--- src/hw/rtl/sose_pkg.sv ---
// ----------------------------------------------------------------------------
// sose_pkg
// Shared types and constants for the set-of-stacks engine: request and
// response payloads, operation codes, status codes and store geometry.
// ----------------------------------------------------------------------------
package sose_pkg;

	// Store geometry
	localparam int PLATE_CAP   = 3;
	localparam int PLATE_COUNT = 8;
	localparam int PLATE_W     = (PLATE_COUNT > 1) ? $clog2(PLATE_COUNT) : 1;
	localparam int SLOT_W      = (PLATE_CAP > 1) ? $clog2(PLATE_CAP) : 1;
	localparam int FILL_W      = $clog2(PLATE_CAP + 1);
	localparam int VALUE_W     = 32;

	// Operation codes
	localparam logic [1:0] FUNC_PUSH   = 2'd0;
	localparam logic [1:0] FUNC_POP    = 2'd1;
	localparam logic [1:0] FUNC_POP_AT = 2'd2;

	// Response status
	typedef enum logic [1:0] {
		ST_OK      = 2'd0,
		ST_EMPTY   = 2'd1,
		ST_FULL    = 2'd2,
		ST_REMOVED = 2'd3
	} status_t;

	typedef struct packed {
		logic [1:0]                func;
		logic signed [VALUE_W-1:0] push_value;
		logic [2:0]                plate_index;
	} req_t;

	typedef struct packed {
		logic signed [VALUE_W-1:0] pop_value;
		status_t                   status;
	} rsp_t;

endpackage

--- src/hw/rtl/set_of_stacks_engine_top.sv ---
// ----------------------------------------------------------------------------
// set_of_stacks_engine_top
// LIFO store split into fixed-size plates. Push, pop from top and pop from a
// named plate, with plate removal and shift-down, one response per request.
// ----------------------------------------------------------------------------
//  channel | valid     | stall     | payload | dir
//  --------+-----------+-----------+---------+-----
//  request | req_valid | req_stall | req     | in
//  response| rsp_valid | rsp_stall | rsp     | out
//
//  A request is registered, worked combinationally, and its response is
//  registered in the response register; one request per cycle is sustained
//  while the response side is not stalled.
//  The plate shift and state update sit between the request register and
//  the response register.
//  Reset clears all fill counts and the top plate; plate data is not cleared.
//  A stalled response holds the request register, which then stalls input.
// ----------------------------------------------------------------------------
module set_of_stacks_engine_top (
	input  logic          clk,
	input  logic          arst_n,
	input  logic          req_valid,
	output logic          req_stall,
	input  sose_pkg::req_t req,
	output logic          rsp_valid,
	input  logic          rsp_stall,
	output sose_pkg::rsp_t rsp
);
	import sose_pkg::*;

	// Request stage
	logic valid_s1;
	req_t req_s1;

	// Response stage
	logic rsp_valid_s2;
	rsp_t rsp_s2;

	// Store state
	logic [VALUE_W-1:0] store_q [PLATE_COUNT][PLATE_CAP];
	logic [FILL_W-1:0]  fill_q  [PLATE_COUNT];
	logic [PLATE_W-1:0] top_q;

	// Work signals
	logic               advance;
	logic [FILL_W-1:0]  fill_top;
	logic [FILL_W-1:0]  fill_idx;
	logic [FILL_W-1:0]  fill_below;
	logic [PLATE_W-1:0] idx;
	logic [PLATE_W-1:0] below;
	logic               wr_en;
	logic [PLATE_W-1:0] wr_plate;
	logic [FILL_W-1:0]  wr_fill;
	logic               take_en;
	logic [PLATE_W-1:0] take_plate;
	logic [SLOT_W-1:0]  take_slot;
	logic               shift_en;
	logic [PLATE_W-1:0] top_d;
	logic [FILL_W-1:0]  fill_d [PLATE_COUNT];
	status_t            status;
	logic [VALUE_W-1:0] rd_value;

	assign advance   = valid_s1 && (!rsp_valid_s2 || !rsp_stall);
	assign req_stall = valid_s1 && !advance;

	assign idx        = req_s1.plate_index;
	assign below      = top_q - 1'b1;
	assign fill_top   = fill_q[top_q];
	assign fill_idx   = fill_q[idx];
	assign fill_below = fill_q[below];

	// Decode the operation into write, take and shift actions
	always_comb begin
		wr_en      = 1'b0;
		wr_plate   = top_q;
		wr_fill    = fill_top;
		take_en    = 1'b0;
		take_plate = top_q;
		shift_en   = 1'b0;
		top_d      = top_q;
		status     = ST_OK;
		unique case (req_s1.func)
			FUNC_PUSH: begin
				if (fill_top == FILL_W'(PLATE_CAP)) begin
					if (top_q == PLATE_W'(PLATE_COUNT - 1)) begin
						status = ST_FULL;
					end else begin
						// open the next plate, always empty above the top
						wr_en    = 1'b1;
						wr_plate = top_q + 1'b1;
						wr_fill  = '0;
						top_d    = top_q + 1'b1;
					end
				end else begin
					wr_en = 1'b1;
				end
			end
			FUNC_POP: begin
				if (fill_top == '0) begin
					if (top_q == '0) begin
						status = ST_EMPTY;
					end else begin
						// drop the empty top plate, take from the one below
						top_d = below;
						if (fill_below == '0) begin
							status = ST_EMPTY;
						end else begin
							take_en    = 1'b1;
							take_plate = below;
						end
					end
				end else begin
					take_en = 1'b1;
				end
			end
			FUNC_POP_AT: begin
				if (idx > top_q) begin
					status = ST_REMOVED;
				end else if (fill_idx != '0) begin
					take_en    = 1'b1;
					take_plate = idx;
				end else begin
					status = ST_REMOVED;
					if (top_q != '0) begin
						shift_en = 1'b1;
						top_d    = below;
					end
				end
			end
			default: begin
			end
		endcase
	end

	// Read of the value being removed
	assign take_slot = SLOT_W'(fill_q[take_plate] - 1'b1);
	assign rd_value  = store_q[take_plate][take_slot];

	// Next fill counts
	always_comb begin
		fill_d = fill_q;
		if (wr_en) begin
			fill_d[wr_plate] = wr_fill + 1'b1;
		end
		if (take_en) begin
			fill_d[take_plate] = fill_q[take_plate] - 1'b1;
		end
		if (shift_en) begin
			for (int p = 0; p < PLATE_COUNT - 1; p++) begin
				if (PLATE_W'(p) >= idx && PLATE_W'(p) < top_q) begin
					fill_d[p] = fill_q[p + 1];
				end
			end
			fill_d[top_q] = '0;
		end
	end

	// Request register
	always_ff @(posedge clk or negedge arst_n) begin
		if (!arst_n) begin
			valid_s1 <= 1'b0;
		end else if (!req_stall) begin
			valid_s1 <= req_valid;
		end
	end

	always_ff @(posedge clk) begin
		if (req_valid && !req_stall) begin
			req_s1 <= req;
		end
	end

	// Control state: fill counts and top plate
	always_ff @(posedge clk or negedge arst_n) begin
		if (!arst_n) begin
			top_q <= '0;
			for (int p = 0; p < PLATE_COUNT; p++) begin
				fill_q[p] <= '0;
			end
		end else if (advance) begin
			top_q  <= top_d;
			fill_q <= fill_d;
		end
	end

	// Plate data: shift down on removal, else write the pushed value
	always_ff @(posedge clk) begin
		if (advance) begin
			for (int p = 0; p < PLATE_COUNT; p++) begin
				if (shift_en && p < PLATE_COUNT - 1 &&
				    PLATE_W'(p) >= idx && PLATE_W'(p) < top_q) begin
					store_q[p] <= store_q[(p < PLATE_COUNT - 1) ? p + 1 : p];
				end else if (wr_en && wr_plate == PLATE_W'(p)) begin
					store_q[p][SLOT_W'(wr_fill)] <= req_s1.push_value;
				end
			end
		end
	end

	// Response register
	always_ff @(posedge clk or negedge arst_n) begin
		if (!arst_n) begin
			rsp_valid_s2 <= 1'b0;
		end else if (advance) begin
			rsp_valid_s2 <= 1'b1;
		end else if (!rsp_stall) begin
			rsp_valid_s2 <= 1'b0;
		end
	end

	always_ff @(posedge clk) begin
		if (advance) begin
			rsp_s2.pop_value <= take_en ? rd_value : '0;
			rsp_s2.status    <= status;
		end
	end

	assign rsp_valid = rsp_valid_s2;
	assign rsp       = rsp_s2;

endmodule

--- config.mk ---
export PLATFORM = sky130hd
export DESIGN_NAME = set_of_stacks_engine_top
export DESIGN_NICKNAME = d
export VERILOG_FILES = /design/src/hw/rtl/sose_pkg.sv /design/src/hw/rtl/set_of_stacks_engine_top.sv
export SDC_FILE = /design/constraint.sdc
export NUM_CORES = 1
export LEC_CHECK = 0
export BUFFER_PORTS_ARGS = -buffer_cell sky130_fd_sc_hd__buf_2
export CORE_UTILIZATION = 55
export CTS_CLUSTER_DIAMETER = 150
export DETAILED_ROUTE_END_ITERATION = 7
export PLACE_DENSITY = 0.68
export SYNTH_ARGS = -nofsm -noshare
export SYNTH_HDL_FRONTEND = slang
export SYNTH_SLANG_ARGS = --single-unit
--- constraint.sdc ---
create_clock -name clk -period 12.9 [get_ports clk]
set_input_delay 0 -clock clk [delete_from_list [all_inputs] [get_ports clk]]
set_output_delay 0 -clock clk [all_outputs]
set_load 0.01 [all_outputs]
==> impl_metrics.env, run 1 <==
export IMPL_reg2reg_depth=14
export IMPL_avgSynthCellArea_um2=12.4
export IMPL_finalSetupTns_ps=0
export IMPL_period_share=0.540
export IMPL_max_vdd_ir_drop_mv=0.258
export IMPL_core_area_mm2=0.0780
export IMPL_via_count=31789
export IMPL_layout_cells_most_common="edfxtp_1"
export IMPL_syn_to_final_growth_pct=11.1
export IMPL_synth_edf_count=839
export IMPL_slew_violations=0
export IMPL_die_x_um=284
export IMPL_root_buffer="clkbuf_16"
export IMPL_rr_startpoint="top_q[1]"
export IMPL_rsz0062_at_grt="false"
export IMPL_ys_seq_area_frac=0.589
export IMPL_arrival_ps=7550
export IMPL_setup_viol_count_final=0
export IMPL_drt_iter0_drc=4771
export IMPL_period_minus_slack_ps=6960
export IMPL_required_ps=13490
export IMPL_route_detailed_drc=0
export IMPL_syn_nets=3577
export IMPL_grt_util_met1=0.484
export IMPL_hold_viol=0
export IMPL_worstReg2RegEnd="fill_q[5]"
export IMPL_ys_async_sr_fraction=0.0244
export IMPL_relSlewSlack=0.0259
export IMPL_cts_setup_buffers=0
export IMPL_via_per_inst=6.88
export IMPL_core_rowCount=102
export IMPL_total_power_mw=9.66
export IMPL_syn_area_mm2=0.0437
export IMPL_clock_path_buffers=3
export IMPL_clk_pin_slew_worst_paths_ps=70
export IMPL_post_route_util=0.622
export IMPL_ant_nets=0
export IMPL_cts_tree="built"
export IMPL_tightest_slew_ps=1460
export IMPL_drt_wirelength_per_cell_um=31.1
export IMPL_gr_usage_met3=0.0744
export IMPL_ys_seq_elements=860
export IMPL_clock_sinks=860
export IMPL_crit_path_end_kind="flop"
export IMPL_dieArea_mm2=0.0806
export IMPL_gp_congestion=0.918
export IMPL_layout_cells_non_filler=4618
export IMPL_dieHeight_um=284
export IMPL_cts_buffers=92
export IMPL_power_density_mw_per_mm2=199
export IMPL_setup_worst_path_start="top_q[1]"
export IMPL_cap_violations=0
export IMPL_grt_overflow=0
export IMPL_critPathCapture="fill_q[5]"
export IMPL_busiest_layer="met2"
export IMPL_hold_path_class="in -> reg"
export IMPL_io_pins=77
export IMPL_clk_latency_ps=670
export IMPL_fmax_mhz=144
export IMPL_r2r_slack_ps=5940
export IMPL_power_leakage_nw=16.8
export IMPL_antenna_found_initial=5
export IMPL_first_pass_iters=6
export IMPL_fillers=5969
export IMPL_htree_levels=3
export IMPL_first_global_vias=30623
export IMPL_status="completed"
export IMPL_antennaDiodeCount=0
export IMPL_grt_max_degree=157
export IMPL_synth_distinct_cells=88
export IMPL_wirelength_um=143000
export IMPL_critPathLaunchType="flop"
export IMPL_drive_above_1_share=0.288
export IMPL_grt_first_pass_wirelength_um=208000
export IMPL_worstPathMaxFanout=61
export IMPL_grt_usage=0.351
export IMPL_nets=3563
export IMPL_dp_hpwl_um=75100
export IMPL_clock_skew_ps=22.5
export IMPL_syn_inst=3521
export IMPL_ys_flop_type="edfxtp_1"
export IMPL_dp_cells=4410
export IMPL_yosysWarningCount=0
export IMPL_start_util=0.560
export IMPL_setup_worst_path_class="reg -> reg"
export IMPL_grt_use_met2=0.540
export IMPL_port_buffers=76
export IMPL_mostFrequentLayoutCells="edfxtp_1 (839), nand2_1 (687), mux2_2 (662)"
-- cell type report --
class	count	area, um2	area share
Sequential cell	860	25700	0.530
Multi-Input combinational cell	2341	16900	0.349
Clock buffer	115	2410	0.0497
Timing Repair Buffer	195	1430	0.0295
Tap cell	1040	1300	0.0268
Clock inverter	50	654	0.0135
Inverter	17	63.8	0.00132
-- sequential cells by signal, indices dropped and copies added, names as in the netlist --
name and count:
idx 3, store_q 768, rsp 34, fill_q 16, rsp_valid 1, valid_s1 1, top_q 3, req_s1 34
-- kinds of logic (layout without fill, tap and decap cells) --
family | count (synthesis) | after routing | share of synthesized area
mux | 737 | 737 | 0.191
compound gates | 418 | 418 | 0.0674
fa+ha+maj | 15 | 15 | 0.00430
simple gates | 1169 | 1169 | 0.118
flops | 860 | 860 | 0.589
buf+inv | 320 | 377 | 0.0302
xor+xnor | 2 | 2 | 0.000401
-- metal layers --
metal | vias to the layer above | wire, um
met4 | 4 | 6180
met3 | 416 | 17300
met2 | 2289 | 64800
met1 | 15849 | 55200
met5 | - | 22
li1 | 13231 | -
-- stage by stage --
stage                     setup WS, ps  hold slack [ps]  instance area (um2)
after floorplan                   7580             -296                43700
after global placement            6130             47.3                45000
after detailed placement          6140             46.8                45000
after CTS                         6120             19.8                48500
after global routing              5630             45.1                48500
final                             5940             44.9                48500
-- critical path, cell delays in order (launching register included) --
cell,delay (ps)
dfrtp_1,780
inv_1,310
ha_1,340
or3_1,350
and2_1,150
o22a_1,300
nor4_1,460
or4_4,690
buf_4,830
mux2i_1,200
a32oi_2,240
nand3_2,810
xnor2_1,1080
nand3_1,150
a21oi_1,170
-- where the power goes --
group	internal, mW	switching [mW]	total (mW)
sequential	3.20	0.150	3.35
clock	1.62	1.14	2.76
combinational	1.05	2.50	3.55
-- worst min path at each step --
| stage | from | endpoint | slack [ps] | cells past startpoint |
|---|---|---|---|---|
| final | req[19] | req_s1[19] | 40 | 2 |
| after floorplan | arst_n | fill_q[0] | -300 | 0 |
| after global routing | req[15] | req_s1[15] | 50 | 2 |
| after CTS | req[20] | req_s1[20] | 20 | 2 |
| after global placement | arst_n | valid_s1 | 50 | 1 |
| after detailed placement | arst_n | rsp_valid | 50 | 1 |
-- cell usage after synthesis, types with 15 or more instances --
library cell / number / area share
a211oi_1: 34 / 0.0058
a21oi_1: 74 / 0.0085
a221oi_1: 20 / 0.0040
a311oi_1: 53 / 0.011
a31oi_1: 58 / 0.0083
and3_1: 89 / 0.013
buf_1: 56 / 0.0048
buf_2: 35 / 0.0040
clkbuf_1: 201 / 0.017
dfrtp_1: 21 / 0.012
edfxtp_1: 839 / 0.58
ha_1: 15 / 0.0043
mux2_1: 15 / 0.0039
mux2_2: 662 / 0.17
mux2i_1: 51 / 0.012
nand2_1: 709 / 0.061
nand3_1: 226 / 0.026
nor2_1: 62 / 0.0053
nor3_1: 18 / 0.0021
o21ai_0: 51 / 0.0058
o21ai_1: 17 / 0.0019
-- repair_timing --
item | 4_1_cts | 5_1_grt
gates resized for setup | 0 | 0
endpoints found under the hold margin | 60 | 0
hold buffers | 43 | 0
(Power assumes the default switching activity.)
==> inputs of run 2 (changes only) <==
PLACE_DENSITY = 0.71   (was 0.68)
clock period = 6.39 ns   (was 12.9 ns; I/O delays follow)
==> impl_metrics.env, run 2 (synthesis gave the netlist of run 1 again) <==
export IMPL_power_leakage_nw=17.0
export IMPL_reg2reg_depth=10
export IMPL_clk_latency_ps=680
export IMPL_root_buffer="clkbuf_16"
export IMPL_cts_buffers=93
export IMPL_period_share=0.947
export IMPL_p_clk_frac=0.280
export IMPL_hold_path_class="in -> reg"
export IMPL_dp_cells=4441
export IMPL_drt_iter0_drc=4231
export IMPL_core_area_mm2=0.0780
export IMPL_max_stage_delay_ps=1130
export IMPL_grt_overflow=0
export IMPL_setup_viol_count_final=0
export IMPL_worstReg2RegEnd="store_q[4][18]"
export IMPL_crit_path_end_kind="flop"
export IMPL_slew_violations=0
export IMPL_grt_first_pass_wirelength_um=205000
export IMPL_place_area_mm2=0.0455
export IMPL_cts_setup_buffers=0
export IMPL_power_frac_comb=0.378
export IMPL_path_delay_family="multiplexers"
export IMPL_io_pins=77
export IMPL_finalSetupTns_ps=0
export IMPL_post_route_util=0.629
export IMPL_mostFrequentLayoutCells="edfxtp_1 (839), nand2_1 (687), mux2_2 (662)"
export IMPL_worstHoldStart="req[35]"
export IMPL_first_pass_iters=5
export IMPL_design_area_mm2=0.0490
export IMPL_timing_final_ws_setup_ps=336
export IMPL_largest_register_ffs=768
export IMPL_grt_max_degree=162
export IMPL_p_sw_frac=0.396
export IMPL_holdWs_ps=33.6
export IMPL_start_util=0.560
export IMPL_route_detailed_drc=0
export IMPL_tightest_slew_ps=1410
export IMPL_worstPathMaxFanout=32
export IMPL_ant_nets=0
export IMPL_grt_usage=0.342
export IMPL_cap_violations=0
export IMPL_drt_wirelength_per_cell_um=29.9
export IMPL_r2r_slack_ps=340
export IMPL_die_x_um=284
export IMPL_crit_cells=10
export IMPL_pwr_share_seq=0.342
export IMPL_cts_resized=0
export IMPL_nets=3595
export IMPL_dp_hpwl_um=81700
export IMPL_rr_startpoint="top_q[0]"
export IMPL_via_count=31579
export IMPL_arrival_ps=6340
export IMPL_setup_worst_path_class="reg -> reg"
export IMPL_crit_path_top_delay_cell="a2111oi_1"
export IMPL_layout_cells_non_filler=4660
export IMPL_first_global_vias=31024
export IMPL_p_switching_mw=7.81
export IMPL_cts_tree="built"
export IMPL_htree_levels=3
export IMPL_internal_power_mw=11.9
export IMPL_relSlewSlack=0.0550
export IMPL_layout_cells_most_common="edfxtp_1"
export IMPL_core_rowCount=102
export IMPL_syn_to_final_growth_pct=12.2
export IMPL_path_cells="buf_4 > mux4_1 > mux2i_1 > nor3_1 > mux2i_1 > inv_2 > a2111oi_1 > nand2_2 > nand2_2 > buf_4"
export IMPL_dieHeight_um=284
export IMPL_fillers=5895
export IMPL_clk_pin_slew_worst_paths_ps=70
export IMPL_fmax_mhz=165
export IMPL_status="completed"
export IMPL_clock_path_buffers=3
export IMPL_wirelength_um=139000
export IMPL_path_buf_inv=3
export IMPL_power_density_mw_per_mm2=402
export IMPL_port_buffers=76
export IMPL_gp_congestion=0.923
export IMPL_regMostFlops="store_q"
export IMPL_period_minus_slack_ps=6050
export IMPL_drive_above_1_share=0.296
export IMPL_via_per_inst=6.78
export IMPL_holdBufCountCts=43
export IMPL_place_ws_ps=713
export IMPL_required_ps=6670
export IMPL_setup_worst_path_start="top_q[0]"
export IMPL_clock_skew_ps=34.3
export IMPL_antenna_found_initial=3
export IMPL_critPathCapture="store_q[4][18]"
export IMPL_critPathLaunchType="flop"
export IMPL_hold_viol=0
export IMPL_rsz0062_at_grt="false"
export IMPL_max_vdd_ir_drop_mv=0.625
export IMPL_total_power_mw=19.7
export IMPL_clock_sinks=860
export IMPL_dieArea_mm2=0.0806
==> run 2: metal layers <==
| layer | GRT usage | part of all wire | up-vias |
|---|---|---|---|
| li1 | - | - | 13301 |
| met1 | 0.472 | 0.39 | 15819 |
| met2 | 0.529 | 0.46 | 2092 |
| met3 | 0.0588 | 0.10 | 367 |
| met4 | 0.155 | 0.047 | 0 |
| met5 | 0 | 0 | - |
==> run 2: worst min-delay path by stage <==
stage                      end  slack, ps  cells after the start
floorplan            fill_q[0]       -300                      0
global placement     fill_q[6]         40                      1
detailed placement    valid_s1         50                      1
CTS                 req_s1[35]         20                      2
finish              req_s1[35]         30                      2
global route         req_s1[8]         30                      2
==> run 2: power groups by stage <==
stage	clock (mW)	combinational [mW]	sequential, mW
2_1_floorplan	0	4.74	6.70
3_3_place_gp	0	7.14	6.83
3_5_place_dp	0	7.22	6.85
4_1_cts	5.56	7.26	6.73
5_1_grt	5.76	7.82	6.76
6_report	5.52	7.44	6.74
==> run 2: layout make-up <==
class,count,area [um2],share of cell area
Sequential cell,860,25700,0.525
Multi-Input combinational cell,2341,16900,0.346
Clock buffer,105,2400,0.0490
Timing Repair Buffer,226,1890,0.0385
Tap cell,1040,1300,0.0265
Clock inverter,69,699,0.0143
Inverter,17,63.8,0.00130
Antenna cell,2,5.00,0.000102
==> run 2: worst register-to-register path: cells and delay by family, from the launching register on <==
kind	cells	cell delay [ps]
AOI/OAI and AO/OA	1	1130
and+or+nand+nor	3	1070
muxes	3	1770
DFF	1	670
buffers and inverters	3	1000
